==> src/hw/rtl/tlcd_pkg.sv <==
`timescale 1ns / 1ps
// ----------------------------------------------------------------------------
// tlcd_pkg
// shared widths, register map, character codes and defaults of the csv
// tile layer decoder
// ----------------------------------------------------------------------------
package tlcd_pkg;

    // payload widths
    localparam int CHAR_W   = 8;
    localparam int TILE_W_W = 11;
    localparam int MAP_W_W  = 13;
    localparam int POS_X_W  = 22;
    localparam int POS_Y_W  = 26;
    localparam int NUM_W    = 16;

    // register port
    localparam int APB_DATA_W = 32;
    localparam int APB_ADDR_W = 4;

    localparam logic [1:0] REG_TILE_WIDTH  = 2'd0;
    localparam logic [1:0] REG_TILE_HEIGHT = 2'd1;
    localparam logic [1:0] REG_MAP_WIDTH   = 2'd2;
    localparam logic [1:0] REG_TS_COLUMNS  = 2'd3;

    localparam logic [TILE_W_W-1:0] TILE_WIDTH_RST  = 11'd32;
    localparam logic [TILE_W_W-1:0] TILE_HEIGHT_RST = 11'd32;
    localparam logic [MAP_W_W-1:0]  MAP_WIDTH_RST   = 13'd64;
    localparam logic [MAP_W_W-1:0]  TS_COLUMNS_RST  = 13'd16;

    // character codes
    localparam logic [CHAR_W-1:0] CHAR_NUL = 8'h00;
    localparam logic [CHAR_W-1:0] CHAR_0   = 8'h30;
    localparam logic [CHAR_W-1:0] CHAR_9   = 8'h39;
    localparam int                DEC_BASE = 10;

    // parameter defaults
    localparam int unsigned     MAP_TILES_DEF   = 65536;
    localparam longint unsigned MAX_TILE_ID_DEF = 64'd65535;

endpackage

==> src/hw/rtl/tile_layer_csv_decoder.sv <==
`timescale 1ns / 1ps
// ----------------------------------------------------------------------------
// tile_layer_csv_decoder
// decodes comma-separated tile ids of one map layer, one character per
// transaction, and emits map position and tileset source rectangle per tile
// ----------------------------------------------------------------------------
// a digit, a NUL or a separator that yields no tile leaves in_stall low
// a tile with a nonzero id keeps in_stall high through two divider passes
// at 1 quotient bit per cycle, four multiplier passes and one transfer,
// longer while the previous tile still waits in the stalled output register
// DIV_W = max(clog2(MAP_TILES), bits of MAX_TILE_ID)
// reset: asynchronous active-low, clears decode state, reloads register defaults
module tile_layer_csv_decoder #(
    parameter int unsigned     MAP_TILES   = tlcd_pkg::MAP_TILES_DEF,
    parameter longint unsigned MAX_TILE_ID = tlcd_pkg::MAX_TILE_ID_DEF
) (
    input  logic                             clk,
    input  logic                             rst_n,
    // register port
    input  logic                             psel,
    input  logic                             penable,
    input  logic                             pwrite,
    input  logic [tlcd_pkg::APB_ADDR_W-1:0]  paddr,
    input  logic [tlcd_pkg::APB_DATA_W-1:0]  pwdata,
    output logic [tlcd_pkg::APB_DATA_W-1:0]  prdata,
    output logic                             pready,
    // character input
    input  logic                             in_valid,
    output logic                             in_stall,
    input  logic [tlcd_pkg::CHAR_W-1:0]      text_char,
    // tile output
    output logic                             out_valid,
    input  logic                             out_stall,
    output logic [tlcd_pkg::POS_X_W-1:0]     pos_x,
    output logic [tlcd_pkg::POS_Y_W-1:0]     pos_y,
    output logic [tlcd_pkg::POS_X_W-1:0]     src_x,
    output logic [tlcd_pkg::POS_Y_W-1:0]     src_y,
    output logic [tlcd_pkg::NUM_W-1:0]       tile_number,
    output logic                             overflowed
);
    import tlcd_pkg::*;

    // derived widths
    localparam int CNT_W  = $clog2(MAP_TILES);
    localparam int ID_W   = $clog2(MAX_TILE_ID + 64'd1);
    localparam int DIV_W  = (CNT_W > ID_W) ? CNT_W : ID_W;
    localparam int DCNT_W = $clog2(DIV_W);
    localparam int ACC_W  = ID_W + 4;
    localparam int PROD_W = POS_Y_W + TILE_W_W;

    // sequencer states
    localparam logic [1:0] ST_IDLE = 2'd0;
    localparam logic [1:0] ST_DIV  = 2'd1;
    localparam logic [1:0] ST_MUL  = 2'd2;
    localparam logic [1:0] ST_OUT  = 2'd3;

    // multiplier passes
    localparam logic [1:0] MUL_POS_X = 2'd0;
    localparam logic [1:0] MUL_POS_Y = 2'd1;
    localparam logic [1:0] MUL_SRC_X = 2'd2;
    localparam logic [1:0] MUL_SRC_Y = 2'd3;

    // configuration registers
    logic [TILE_W_W-1:0] tile_w_reg, tile_w_next;
    logic [TILE_W_W-1:0] tile_h_reg, tile_h_next;
    logic [MAP_W_W-1:0]  map_w_reg,  map_w_next;
    logic [MAP_W_W-1:0]  cols_reg,   cols_next;

    // decode state
    logic [ID_W-1:0]  accum_reg,  accum_next;
    logic             digits_reg, digits_next;
    logic             novf_reg,   novf_next;
    logic [CNT_W-1:0] cnt_reg,    cnt_next;

    // sequencer and shared units
    logic [1:0]        state_reg, state_next;
    logic [DCNT_W-1:0] dcnt_reg,  dcnt_next;
    logic              pass_reg,  pass_next;
    logic [1:0]        mstep_reg, mstep_next;
    logic [DIV_W-1:0]  dvd_reg,   dvd_next;
    logic [MAP_W_W-1:0] rem_reg,  rem_next;
    logic [MAP_W_W-1:0] dvs_reg,  dvs_next;
    logic [CNT_W-1:0]  q0_reg,    q0_next;
    logic [MAP_W_W-1:0] r0_reg,   r0_next;
    logic [ID_W-1:0]   id_reg,    id_next;
    logic              ovf_reg,   ovf_next;

    // result staging and output register
    logic [POS_X_W-1:0] res_px_reg, res_px_next;
    logic [POS_Y_W-1:0] res_py_reg, res_py_next;
    logic [POS_X_W-1:0] res_sx_reg, res_sx_next;
    logic [POS_Y_W-1:0] res_sy_reg, res_sy_next;
    logic               out_valid_reg, out_valid_next;
    logic [POS_X_W-1:0] out_px_reg, out_px_next;
    logic [POS_Y_W-1:0] out_py_reg, out_py_next;
    logic [POS_X_W-1:0] out_sx_reg, out_sx_next;
    logic [POS_Y_W-1:0] out_sy_reg, out_sy_next;
    logic [NUM_W-1:0]   out_num_reg, out_num_next;
    logic               out_ovf_reg, out_ovf_next;

    // combinational helpers
    logic               cfg_wr;
    logic               in_acc;
    logic               is_digit;
    logic [ACC_W-1:0]   acc_sum;
    logic [MAP_W_W:0]   rem_sh;
    logic [MAP_W_W:0]   rem_diff;
    logic               rem_ge;
    logic [MAP_W_W-1:0] rem_step;
    logic [DIV_W-1:0]   dvd_step;
    logic [POS_Y_W-1:0] mul_a;
    logic [TILE_W_W-1:0] mul_b;
    logic [PROD_W-1:0]  prod;
    logic               out_free;
    logic [MAP_W_W-1:0] map_w_eff;
    logic [MAP_W_W-1:0] cols_eff;

    assign pready   = 1'b1;
    assign cfg_wr   = psel & penable & pwrite & pready;
    assign in_stall = (state_reg != ST_IDLE);
    assign in_acc   = in_valid & ~in_stall;
    assign out_free = ~out_valid_reg | ~out_stall;

    // register read back
    always_comb
    begin
        case (paddr[3:2])
            REG_TILE_WIDTH:  prdata = APB_DATA_W'(tile_w_reg);
            REG_TILE_HEIGHT: prdata = APB_DATA_W'(tile_h_reg);
            REG_MAP_WIDTH:   prdata = APB_DATA_W'(map_w_reg);
            REG_TS_COLUMNS:  prdata = APB_DATA_W'(cols_reg);
            default:         prdata = '0;
        endcase
    end

    // a zero divisor acts as one
    assign map_w_eff = (map_w_reg == '0) ? MAP_W_W'(1) : map_w_reg;
    assign cols_eff  = (cols_reg == '0)  ? MAP_W_W'(1) : cols_reg;

    // digit accumulation: times ten plus digit, saturating
    assign is_digit = (text_char >= CHAR_0) && (text_char <= CHAR_9);
    assign acc_sum  = ACC_W'(accum_reg) * ACC_W'(DEC_BASE)
                    + ACC_W'(text_char - CHAR_0);

    // shared divider: one restoring step, one quotient bit per cycle
    assign rem_sh   = {rem_reg, dvd_reg[DIV_W-1]};
    assign rem_diff = rem_sh - {1'b0, dvs_reg};
    assign rem_ge   = (rem_sh >= {1'b0, dvs_reg});
    assign rem_step = rem_ge ? rem_diff[MAP_W_W-1:0] : rem_sh[MAP_W_W-1:0];
    assign dvd_step = {dvd_reg[DIV_W-2:0], rem_ge};

    // shared multiplier: operand select per pass, low bits kept
    always_comb
    begin
        case (mstep_reg)
            MUL_POS_X:
            begin
                mul_a = POS_Y_W'(r0_reg);
                mul_b = tile_w_reg;
            end
            MUL_POS_Y:
            begin
                mul_a = POS_Y_W'(q0_reg);
                mul_b = tile_h_reg;
            end
            MUL_SRC_X:
            begin
                mul_a = POS_Y_W'(rem_reg);
                mul_b = tile_w_reg;
            end
            MUL_SRC_Y:
            begin
                mul_a = POS_Y_W'(dvd_reg);
                mul_b = tile_h_reg;
            end
            default:
            begin
                mul_a = '0;
                mul_b = '0;
            end
        endcase
    end

    assign prod = PROD_W'(mul_a) * PROD_W'(mul_b);

    // next state
    always_comb
    begin
        tile_w_next    = tile_w_reg;
        tile_h_next    = tile_h_reg;
        map_w_next     = map_w_reg;
        cols_next      = cols_reg;
        accum_next     = accum_reg;
        digits_next    = digits_reg;
        novf_next      = novf_reg;
        cnt_next       = cnt_reg;
        state_next     = state_reg;
        dcnt_next      = dcnt_reg;
        pass_next      = pass_reg;
        mstep_next     = mstep_reg;
        dvd_next       = dvd_reg;
        rem_next       = rem_reg;
        dvs_next       = dvs_reg;
        q0_next        = q0_reg;
        r0_next        = r0_reg;
        id_next        = id_reg;
        ovf_next       = ovf_reg;
        res_px_next    = res_px_reg;
        res_py_next    = res_py_reg;
        res_sx_next    = res_sx_reg;
        res_sy_next    = res_sy_reg;
        out_valid_next = out_valid_reg & out_stall;
        out_px_next    = out_px_reg;
        out_py_next    = out_py_reg;
        out_sx_next    = out_sx_reg;
        out_sy_next    = out_sy_reg;
        out_num_next   = out_num_reg;
        out_ovf_next   = out_ovf_reg;

        // configuration writes; the host must issue them only while idle, the block does not enforce it
        if (cfg_wr)
        begin
            case (paddr[3:2])
                REG_TILE_WIDTH:  tile_w_next = pwdata[TILE_W_W-1:0];
                REG_TILE_HEIGHT: tile_h_next = pwdata[TILE_W_W-1:0];
                REG_MAP_WIDTH:   map_w_next  = pwdata[MAP_W_W-1:0];
                REG_TS_COLUMNS:  cols_next   = pwdata[MAP_W_W-1:0];
                default:         ;
            endcase
        end

        case (state_reg)
            ST_IDLE:
            begin
                if (in_acc)
                begin
                    if (text_char == CHAR_NUL)
                    begin
                        // end of layer, pending number dropped
                        accum_next  = '0;
                        digits_next = 1'b0;
                        novf_next   = 1'b0;
                        cnt_next    = '0;
                    end
                    else if (is_digit)
                    begin
                        digits_next = 1'b1;
                        if (acc_sum > ACC_W'(MAX_TILE_ID))
                        begin
                            accum_next = ID_W'(MAX_TILE_ID);
                            novf_next  = 1'b1;
                        end
                        else
                        begin
                            accum_next = acc_sum[ID_W-1:0];
                        end
                    end
                    else if (digits_reg)
                    begin
                        // separator closes the number
                        if (accum_reg != '0)
                        begin
                            id_next    = accum_reg;
                            ovf_next   = novf_reg;
                            dvd_next   = DIV_W'(cnt_reg);
                            dvs_next   = map_w_eff;
                            rem_next   = '0;
                            dcnt_next  = DCNT_W'(DIV_W - 1);
                            pass_next  = 1'b0;
                            state_next = ST_DIV;
                        end
                        if (cnt_reg == CNT_W'(MAP_TILES - 1))
                            cnt_next = '0;
                        else
                            cnt_next = cnt_reg + CNT_W'(1);
                        accum_next  = '0;
                        digits_next = 1'b0;
                        novf_next   = 1'b0;
                    end
                end
            end

            ST_DIV:
            begin
                dvd_next  = dvd_step;
                rem_next  = rem_step;
                dcnt_next = dcnt_reg - DCNT_W'(1);
                if (dcnt_reg == '0)
                begin
                    if (!pass_reg)
                    begin
                        // map position done, start tileset column split
                        q0_next   = dvd_step[CNT_W-1:0];
                        r0_next   = rem_step;
                        dvd_next  = DIV_W'(id_reg - ID_W'(1));
                        dvs_next  = cols_eff;
                        rem_next  = '0;
                        dcnt_next = DCNT_W'(DIV_W - 1);
                        pass_next = 1'b1;
                    end
                    else
                    begin
                        mstep_next = MUL_POS_X;
                        state_next = ST_MUL;
                    end
                end
            end

            ST_MUL:
            begin
                mstep_next = mstep_reg + 2'd1;
                case (mstep_reg)
                    MUL_POS_X: res_px_next = prod[POS_X_W-1:0];
                    MUL_POS_Y: res_py_next = prod[POS_Y_W-1:0];
                    MUL_SRC_X: res_sx_next = prod[POS_X_W-1:0];
                    MUL_SRC_Y:
                    begin
                        res_sy_next = prod[POS_Y_W-1:0];
                        state_next  = ST_OUT;
                    end
                    default: ;
                endcase
            end

            ST_OUT:
            begin
                if (out_free)
                begin
                    out_valid_next = 1'b1;
                    out_px_next    = res_px_reg;
                    out_py_next    = res_py_reg;
                    out_sx_next    = res_sx_reg;
                    out_sy_next    = res_sy_reg;
                    out_num_next   = NUM_W'(id_reg);
                    out_ovf_next   = ovf_reg;
                    state_next     = ST_IDLE;
                end
            end

            default:
            begin
                state_next = ST_IDLE;
            end
        endcase
    end

    // control state
    always_ff @(posedge clk or negedge rst_n)
    begin
        if (!rst_n)
        begin
            tile_w_reg    <= TILE_WIDTH_RST;
            tile_h_reg    <= TILE_HEIGHT_RST;
            map_w_reg     <= MAP_WIDTH_RST;
            cols_reg      <= TS_COLUMNS_RST;
            accum_reg     <= '0;
            digits_reg    <= 1'b0;
            novf_reg      <= 1'b0;
            cnt_reg       <= '0;
            state_reg     <= ST_IDLE;
            dcnt_reg      <= '0;
            pass_reg      <= 1'b0;
            mstep_reg     <= MUL_POS_X;
            out_valid_reg <= 1'b0;
        end
        else
        begin
            tile_w_reg    <= tile_w_next;
            tile_h_reg    <= tile_h_next;
            map_w_reg     <= map_w_next;
            cols_reg      <= cols_next;
            accum_reg     <= accum_next;
            digits_reg    <= digits_next;
            novf_reg      <= novf_next;
            cnt_reg       <= cnt_next;
            state_reg     <= state_next;
            dcnt_reg      <= dcnt_next;
            pass_reg      <= pass_next;
            mstep_reg     <= mstep_next;
            out_valid_reg <= out_valid_next;
        end
    end

    // datapath, no reset needed
    always_ff @(posedge clk)
    begin
        dvd_reg     <= dvd_next;
        rem_reg     <= rem_next;
        dvs_reg     <= dvs_next;
        q0_reg      <= q0_next;
        r0_reg      <= r0_next;
        id_reg      <= id_next;
        ovf_reg     <= ovf_next;
        res_px_reg  <= res_px_next;
        res_py_reg  <= res_py_next;
        res_sx_reg  <= res_sx_next;
        res_sy_reg  <= res_sy_next;
        out_px_reg  <= out_px_next;
        out_py_reg  <= out_py_next;
        out_sx_reg  <= out_sx_next;
        out_sy_reg  <= out_sy_next;
        out_num_reg <= out_num_next;
        out_ovf_reg <= out_ovf_next;
    end

    assign out_valid   = out_valid_reg;
    assign pos_x       = out_px_reg;
    assign pos_y       = out_py_reg;
    assign src_x       = out_sx_reg;
    assign src_y       = out_sy_reg;
    assign tile_number = out_num_reg;
    assign overflowed  = out_ovf_reg;

endmodule

==> config.mk <==
export PLATFORM = sky130hd
export DESIGN_NAME = tile_layer_csv_decoder
export DESIGN_NICKNAME = d
export VERILOG_FILES = /design/src/hw/rtl/tlcd_pkg.sv /design/src/hw/rtl/tile_layer_csv_decoder.sv
export SDC_FILE = /design/constraint.sdc
export NUM_CORES = 1
export LEC_CHECK = 0
export ABC_AREA = 0
export BUFFER_PORTS_ARGS = -buffer_cell sky130_fd_sc_hd__buf_2
export CAP_MARGIN = 20
export CORE_AREA = 2 2 151 264
export CTS_BUF_LIST = sky130_fd_sc_hd__clkbuf_16
export CTS_CLUSTER_DIAMETER = 60
export DETAILED_ROUTE_END_ITERATION = 16
export DIE_AREA = 0 0 153 266
export HOLD_SLACK_MARGIN = 0.12
export PLACE_DENSITY = 0.84
export SKIP_CTS_REPAIR_TIMING = 1
export SYNTH_ARGS = -nofsm -noshare
export SYNTH_HDL_FRONTEND = slang
export SYNTH_SLANG_ARGS = --single-unit
==> constraint.sdc <==
create_clock -name clk -period 10.53 [get_ports clk]
set_input_delay 2.6325 -clock clk [delete_from_list [all_inputs] [get_ports clk]]
set_output_delay 2.6325 -clock clk [all_outputs]
set_load 0.01 [all_outputs]
=== Yosys cells after proc, flatten, opt, wreduce, memory -nomap -nowiden ===
Index checks and enable logic that the tools add are counted.

* Bitwise operators: 11
* Magnitude comparators: 4
* Mux-type cells: 74
* Multiply operators: 2
* Reductions and logical operators: 36
* $add $sub $neg: 7
* Equal/unequal tests: 22

{| class="wikitable"
|+ Operator list
! kind !! number
|-
| 2-to-1 mux 16 bit || 15
|-
| 2-to-1 mux 13 bit || 17
|-
| one-hot mux 32 bit (4 select lines) || 1
|-
| one-hot mux 26 bit (4 select lines) || 1
|-
| one-hot mux 13 bit (2 select lines) || 2
|-
| one-hot mux 16 bit (2 select lines) || 1
|-
| 2-to-1 mux 4 bit || 7
|-
| zero test 13 bit || 2
|-
| multiplier 26 x 11 -> 26 bit || 1
|-
| 2-to-1 mux 2 bit || 11
|-
| one-hot mux 11 bit (2 select lines) || 1
|-
| adder 20 bit || 1
|-
| greater-than comparator 20 x 16 -> 1 bit, second input constant || 1
|-
| inequality test 2 bit, second input constant || 10
|-
| AND reduction 2 bit || 10
|-
| multiplier 16 x 3 -> 19 bit, second input constant || 1
|-
| adder 16 x 1 -> 16 bit, second input constant || 1
|-
| equality test 16 bit, second input constant || 1
|-
| nonzero test 16 bit || 1
|-
| subtractor 16 x 1 -> 16 bit, second input constant || 1
|-
| >= comparator 14 x 13 -> 1 bit || 1
|-
| 2-to-1 mux 1 bit || 14
|-
| subtractor 13 bit || 1
|-
| equality test 2 bit, second input constant || 6
|-
| other kinds (28) || 48
|}

* Output and inout bits: 148
* Bits of input ports: 51
* Register bits: 389

=== Longest topological paths before layout ===
Gate-level depths: netlist (run 1).

* Depth in word-level cells: 8
* Mapped depth: 27
* Mapped depth without buffers: 25

=== Worst setup path after synthesis (run 1) ===
No wires, ideal clock.

* Kind: input-to-reg
* Start point: input port out_stall
* End point: register out_ovf_reg (netlist: overflowed), enable pin
* Data arrival time: 10.775 ns
* Setup slack: -1.003 ns
* Required time: 9.772 ns
* Setup time: 0.758 ns
* Stages on the path: 1
* Path through: a21boi_0

* Word-level cells in the longest chain between the ends: 3

{| class="wikitable"
|+ Ends and longest elaborated chain
! what !! line !! RTL
|-
| from (decl) || tile_layer_csv_decoder.sv:33 || <nowiki>input logic out_stall,</nowiki>
|-
| inverter 1 bit || tile_layer_csv_decoder.sv:122 || <nowiki>assign out_free = ~out_valid_reg | ~out_stall;</nowiki>
|-
| bitwise OR 1 bit || tile_layer_csv_decoder.sv:122 ||
|-
| AND reduction 2 bit (no source line) || -- ||
|-
| to (signal assigned) || tile_layer_csv_decoder.sv:403 || <nowiki>out_ovf_reg <= out_ovf_next;</nowiki>
|-
| to (decl) || tile_layer_csv_decoder.sv:99 || <nowiki>logic out_ovf_reg, out_ovf_next;</nowiki>
|}

No other way between the ends.
A chain may end at the register's enable or synchronous reset.

=== Worst setup path in the final report (run 1) ===
* Start point: register mstep_reg[0]
* End point: register res_sy_reg[25] (data pin)

* Word-level cells in the longest chain between the ends: 4

{| class="wikitable"
|+ Ends and longest elaborated chain
! what !! line !! RTL
|-
| from (decl) || tile_layer_csv_decoder.sv:79 || <nowiki>logic [1:0] mstep_reg, mstep_next;</nowiki>
|-
| from (signal assigned) || tile_layer_csv_decoder.sv:379 || <nowiki>mstep_reg <= mstep_next;</nowiki>
|-
| equality test 2 bit, or another cell as far along || tile_layer_csv_decoder.sv:155 || <nowiki>case (mstep_reg)</nowiki>
|-
| OR reduction 2 bit (no source line) || -- ||
|-
| one-hot mux 11 bit (2 select lines) || tile_layer_csv_decoder.sv:155 ||
|-
| multiplier 26 x 11 -> 26 bit * || tile_layer_csv_decoder.sv:184 || <nowiki>assign prod = PROD_W'(mul_a) * PROD_W'(mul_b);</nowiki>
|-
| named net prod[25] || tile_layer_csv_decoder.sv:113 || <nowiki>logic [PROD_W-1:0] prod;</nowiki>
|-
| to (signal assigned) || tile_layer_csv_decoder.sv:397 || <nowiki>res_sy_reg <= res_sy_next;</nowiki>
|-
| to (decl) || tile_layer_csv_decoder.sv:92 || <nowiki>logic [POS_Y_W-1:0] res_sy_reg, res_sy_next;</nowiki>
|}

Mark *: on every way through the listed nets, which the timed path passes. The rest lies on a longest branch. The select of a mux whose other input is x is not followed.

==> impl_results.md, run 1 <==
- Synth Area in Simple Gates: 9.433%
- DP Cell Count: 2,551
- Finished Layout Cells: 2,618
- Setup TNS: 0 ps
- Dpl hpwl: 40.28 mm
- Main combinational cell family by area after synthesis: adder cells
- Mapped cell area: 0.02296 mm²
- CP most frequent cell: fa_1
- GRT Util Overall: 25.85%
- Compound-Gate Fraction of Synth Area: 8.605%
- Xor/xnor share of the synthesized area: 2.747%
- Die area: 0.04070 mm²
- Clk root buf: clkbuf_16
- Row cnt: 96
- Critical path's slowest cell: mux2i_1
- Critical Path Start: mstep_reg[0]
- Fillers: 2,698
- DRT iter0 DRCs: 1,118
- Vias: 15,700
- Hold depth: 0
- Worst path cell trace: ha_1, nor2_2, buf_8, mux2i_1, nor2_1, fa_1, inv_1, fa_1, inv_1, fa_1, fa_1, inv_1, fa_1, inv_1, ha_1, and4_1, a221o_1, nor4b_2, o31ai_1, a221o_1, a221o_1, a21oi_2, xnor2_1
- Antenna cells: 0
- GPL Wtd Cong: 1.030
- CTS tree: yes
- Width of the die: 153 µm
- Reg2reg end: res_sy_reg[25]
- Min-delay src: res_px_reg[17]
- Final Hold Fails: 0
- Port bufs: 157
- Worst slack, placed: 1804 ps
- CP Max Fanout: 19
- Syn Area/Cell: 11.87 µm²
- Core footprint: 0.03880 mm²
- EDFF count, synth: 297
- FF-to-FF path depth: 23
- Buf+Inv Stages, Crit Path: 5
- CTS Buffer Depth: 3
- FF+latch area: 0.01123 mm²
- Synth Area in Adders: 18.43%
- Final period utilization: 80.27%
- Area of the multi-input gates: 0.01071 mm²
- Main synth FF type: edfxtp_1
- CP required: 10,800 ps
- Worst hold path type: reg2reg
- Initial core utilization: 59.18%
- Vias in the first global route: 16,400
- Min cycle time layout: 8452 ps
- CTS H-tree lvls: 2
- Post-synth cell types: 68
- Clock skew after layout: 27.44 ps
- Number of synthesized register bits: 389
- Crit-path max cell delay: 900 ps
- Vias/cell: 5.998
- DRC: 0
- WHS Endpoint: pos_x[17]
- Drt pass-1 iters: 6
- Worst slew pin tran: 1076 ps
- Max Fclk: 118.3 MHz
- Status: finished, final reports clean
- Critical Path Source Type: flop
- Total Nets Final: 2,415
- Layout area overhead: 11.65%
- CP delay by family, top: adder cells
- Max Cap Violations: 0
- Post-synthesis sequential area ratio: 48.89%
- IO Pins: 199
- First-pass GRT wire length: 83.67 mm
- Layout cells sized above 1: 17.67%
- Clk slew on worst S/H paths: 70 ps
- Reg2reg setup slack: 2080 ps
- Num Clock Sinks: 389
- RSZ-0062 raised after global routing: false
- Synth Instances: 1,934
- Wire length per cell: 20.14 µm
- Reg-to-Reg Start: mstep_reg[0]
- Grt ovf: 0
- Final Max Tran Viols: 0
- Placed cell area: 0.02432 mm²
- Post-route cell area: 0.02563 mm²
- Largest net degree at the start of global routing: 79
- Max-slew headroom: 26.20%
- # setup viols final: 0
- Final setup margin: 2078 ps
- Worst EP arrival: 8720 ps
- WP depth: 23
- Die height: 266 µm
- Critical path type: reg2reg
- Post-synthesis mux area share: 6.839%
- CP Capture Type: flop
- Initial antenna violation count: 0
- CTS buffer count: 34
- Yosys warns: 0
- Synth async-reset ratio: 23.65%
- ANT nets after route: 0
- DRT Wirelength: 52.72 mm
- Clk_lat worst skew: 560 ps
-- area by class of cell --
type | instances | share of cell area, %
Inverter | 216 | 3.163
Sequential cell | 389 | 43.79
Tap cell | 490 | 2.392
Multi-Input combinational cell | 1277 | 41.78
Clock inverter | 25 | 1.279
Timing Repair Buffer | 184 | 3.983
Clock buffer | 37 | 3.612
-- metrics by stage --
| step | utilization (%) | hold WS [ps] |
|---|---|---|
| finish | 66.07 | 412.2 |
| global route | 66.07 | 420.8 |
| CTS | 65.93 | 413.9 |
| detailed placement | 62.70 | 404.5 |
| global placement | 62.63 | 401.4 |
| floorplan | - | 400.3 |
-- cells in the mapped netlist, drive strengths merged (3+ instances only) --
cell type | number | area [µm²]
edfxtp | 297 | 8919
inv | 215 | 807.0
nand2 | 184 | 690.7
nor2 | 141 | 529.3
ha | 135 | 1689
fa | 127 | 2542
mux2 | 97 | 1092
a21oi | 96 | 484.2
dfrtp | 88 | 2202
o21ai | 69 | 345.3
xnor2 | 46 | 402.9
clkbuf | 43 | 161.4
a21o | 33 | 247.7
buf | 27 | 180.2
xor2 | 26 | 227.7
a31oi | 25 | 156.4
mux2i | 23 | 230.2
nor3 | 23 | 115.1
and2 | 22 | 137.6
nand3 | 19 | 95.09
a211oi | 15 | 112.6
nor4 | 15 | 100.1
a22oi | 14 | 105.1
and3 | 14 | 87.58
nand2b | 14 | 87.58
o21a | 12 | 90.09
mux4 | 11 | 247.7
nand4 | 10 | 62.56
nor2b | 10 | 62.56
or2 | 9 | 56.30
o211ai | 7 | 52.55
or3 | 5 | 31.28
a221o | 4 | 40.04
dfstp | 4 | 105.1
o21bai | 4 | 30.03
o31ai | 4 | 30.03
a222oi | 3 | 30.03
a311oi | 3 | 26.28
and4 | 3 | 26.28
nand3b | 3 | 22.52
nor4b | 3 | 38.79
-- worst max-delay path by stage --
stage                                 to
after floorplan               overflowed
after global placement    res_py_reg[25]
after detailed placement  res_sy_reg[25]
after CTS                 res_sy_reg[25]
after global routing      res_sy_reg[25]
final                     res_sy_reg[25]
-- routing by layer --
metal | vias up | GRT usage (%) | wire length [µm]
met5 | - | 0 | 0
met4 | 0 | 19.27 | 4137
met3 | 235 | 3.221 | 2307
met2 | 651 | 48.85 | 29110
met1 | 7753 | 25.50 | 17160
li1 | 7065 | - | -
-- cells by family (layout without fill, tap and decap cells) --
family                   after synthesis  in the layout
buffers and inverters                286            462
other                                  2             20
adder cells (fa/ha/maj)              262            262
flip-flops                           389            389
XOR/XNOR                              72             72
AND/OR/NAND/NOR                      478            478
AO/OA/AOI/OAI                        314            314
multiplexers                         131            131
-- layout by cell type, fill, tap and decap left out, types with 5 or more instances in the layout --
master | Yosys | routed
bufinv_16 | 0 | 6
mux4_2 | 11 | 11
mux2_2 | 97 | 97
a211oi_1 | 15 | 15
xor2_1 | 26 | 26
dfrtp_1 | 88 | 88
o211ai_1 | 7 | 7
a21o_1 | 33 | 33
fa_1 | 127 | 127
and2_1 | 22 | 22
xnor2_1 | 46 | 46
nor4_1 | 14 | 14
and3_1 | 14 | 14
nor2b_1 | 10 | 10
o21a_1 | 12 | 12
a22oi_1 | 14 | 14
or3_1 | 5 | 5
buf_2 | 3 | 156
nand3_1 | 19 | 19
a21oi_1 | 95 | 95
or2_2 | 9 | 9
nor2_1 | 141 | 139
clkbuf_16 | 0 | 37
conb_1 | 2 | 20
nand2b_1 | 14 | 14
mux2i_1 | 23 | 21
o21ai_0 | 69 | 69
nand4_1 | 10 | 10
buf_4 | 20 | 22
nand2_1 | 184 | 184
nor3_1 | 23 | 22
ha_1 | 135 | 135
inv_1 | 215 | 219
a31oi_1 | 25 | 24
edfxtp_1 | 297 | 297
Power of run 1 is not shown: default switching activity piles up to over one toggle a cycle in this logic, so the estimate is an artifact.
==> inputs of run 2 (changes only) <==
==> constraint.sdc (replaced) <==
create_clock -name clk -period 8.1 [get_ports clk]
set_input_delay 2.025 -clock clk [delete_from_list [all_inputs] [get_ports clk]]
set_output_delay 2.025 -clock clk [all_outputs]
set_load 0.01 [all_outputs]
==> run 2 against run 1 <==
Compared with the run above:
- clock-buffer cell count fell by 2
- highest routed layer unchanged
- largest cell class unchanged
- via count fell by 1.1%
- fmax is 7.5% higher
- critical endpoint is now res_py_reg[25]
==> impl_results.md, run 2 (same netlist as run 1, synthesis figures left out) <==
- Status: finished, final reports clean
- DP Cell Count: 2,570 (+0.74%)
- Buf+Inv Stages, Crit Path: 4 (-1)
- ANT nets after route: 0 (unchanged)
- CP delay by family, top: adder cells
- Hold WS: 410.9 ps (-1.286 ps)
- Core footprint: 0.03880 mm² (unchanged)
- Worst EP arrival: 8120 ps (-600 ps)
- Worst path cell trace: ha_1, nor2_2, buf_4, buf_4, mux2i_1, nor2_1, fa_1, fa_1, fa_1, fa_1, inv_1, fa_1, inv_1, ha_1, and4_1, a221o_1, nor4b_2, o31ai_1, a221o_1, a221o_1, a21oi_2, xnor2_1
- Initial core utilization: 59.18% (unchanged)
- GPL Wtd Cong: 0.9565 (-7.1%)
- Initial antenna violation count: 0 (unchanged)
- Setup TNS: 0 ps (unchanged)
- Dpl hpwl: 40.75 mm (+1.2%)
- Final setup margin: 240.3 ps (-1837 ps)
- Worst slack, placed: 275.5 ps (-1529 ps)
- Largest net degree at the start of global routing: 90 (+14%)
- Row cnt: 96 (unchanged)
- Layout area overhead: 11.78%
- Fillers: 2,760 (+2.3%)
- Drt pass-1 iters: 7 (+1)
- Worst hold path type: reg2reg
- Die height: 266 µm (unchanged)
- Width of the die: 153 µm (unchanged)
- Commonest cells after routing, fill and taps aside: 297 x edfxtp_1, 221 x inv_1, 184 x nand2_1
- IO Pins: 199 (unchanged)
- Total Nets Final: 2,433 (+0.75%)
- Max Cap Violations: 0 (unchanged)
- Vias in the first global route: 16,530 (+0.79%)
- DRT iter0 DRCs: 865 (-23%)
- Antenna cells: 0 (unchanged)
- Vias: 15,540 (-1.1%)
- Critical path's slowest cell: fa_1
- CP required: 8360 ps (-2440 ps)
- CP most frequent cell: fa_1
- Max Fclk: 127.2 MHz (+7.5%)
- CTS Buffer Depth: 3 (unchanged)
- Worst slew pin tran: 1070 ps (-5.791 ps)
- CTS H-tree lvls: 2 (unchanged)
- Crit-path max cell delay: 590 ps (-310 ps)
- Min cycle time layout: 7860 ps (-592.5 ps)
- DRC: 0 (unchanged)
- Clock skew after layout: 24.80 ps (-2.636 ps)
- Clk slew on worst S/H paths: 70 ps (about the same)
- DRT Wirelength: 52.92 mm (+0.39%)
- Critical Path Source Type: flop
- Grt ovf: 0 (unchanged)
- Clk_lat worst skew: 540 ps (-20 ps)
- Clk root buf: clkbuf_16
- Layout cells sized above 1: 18.22% (+0.55 points)
- Final Max Tran Viols: 0 (unchanged)
- Num Clock Sinks: 389 (unchanged)
- Finished Layout Cells: 2,636 (+0.69%)
- CTS buffer count: 34 (unchanged)
- Die area: 0.04070 mm² (unchanged)
- First-pass GRT wire length: 83.73 mm (about the same)
- Wire length per cell: 20.08 µm (-0.30%)
- CTS tree: yes
- GRT Util Overall: 26.00% (+0.14 points)
- CP Capture Type: flop
- Commonest non-fill, non-tap cell in the layout: edfxtp_1
- Final Hold Fails: 0 (unchanged)
- Final period utilization: 97.03% (+17 points)
- # setup viols final: 0 (unchanged)
- Max-slew headroom: 28.63% (+2.4 points)
- Port bufs: 157 (unchanged)
- Vias/cell: 5.893 (-1.8%)
- Critical path type: reg2reg
- CP Max Fanout: 18 (-1)
- RSZ-0062 raised after global routing: false
- Reg2reg setup slack: 240 ps (-1840 ps)
## run 2: changes by cell type in the layout (fill, tap and decap cells not counted)
cell / previous run / this run
clkinv_2: 4 / 5
clkinv_4: 3 / 1
inv_1: 219 / 221
inv_8: 2 / 1
inv_6: 0 / 2
clkbuf_16: 37 / 35
buf_6: 4 / 2
inv_4: 0 / 1
mux2i_2: 1 / 0
buf_4: 22 / 42
mux2i_1: 21 / 22
clkinvlp_4: 1 / 2
bufinv_16: 6 / 4
## run 2: cell type report
| class | count | area, µm² | share of cell area (%) |
|---|---|---|---|
| sequential | 389 | 11230 | 43.74 |
| clock inverter | 27 | 282.8 | 1.102 |
| tap | 490 | 613.1 | 2.389 |
| multi-input combinational | 1277 | 10710 | 41.72 |
| timing repair buffer | 202 | 1149 | 4.476 |
| clock buffer | 35 | 875.8 | 3.413 |
| inverter | 216 | 810.8 | 3.159 |
## run 2: stage by stage
step / instance area, µm² / util (%)
finish: 25660 / 66.15
CTS: 25610 / 66.02
global placement: 24440 / 63.01
floorplan: 23030 / -
global route: 25660 / 66.15
detailed placement: 24460 / 63.04
## run 2: worst paths after layout
path                            cells after the start              to            from
worst max-delay path                               22  res_py_reg[25]    mstep_reg[0]
worst min-delay path                                0       src_y[23]  res_sy_reg[23]
worst max register to register                     22  res_py_reg[25]    mstep_reg[0]
worst min register to register                      0       src_y[23]  res_sy_reg[23]
max in group asynchronous                           2   tile_w_reg[8]           rst_n
min in group asynchronous                           1     cnt_reg[11]           rst_n
## run 2: layer usage
metal / global-route usage (%) / vias up / share of wire [%]
li1: - / 7111 / -
met1: 24.21 / 7678 / 32
met2: 51.38 / 523 / 56
met3: 3.042 / 223 / 3.4
met4: 18.24 / 0 / 7.9
met5: 0 / - / 0
Power of run 2 is left out for the same reason.
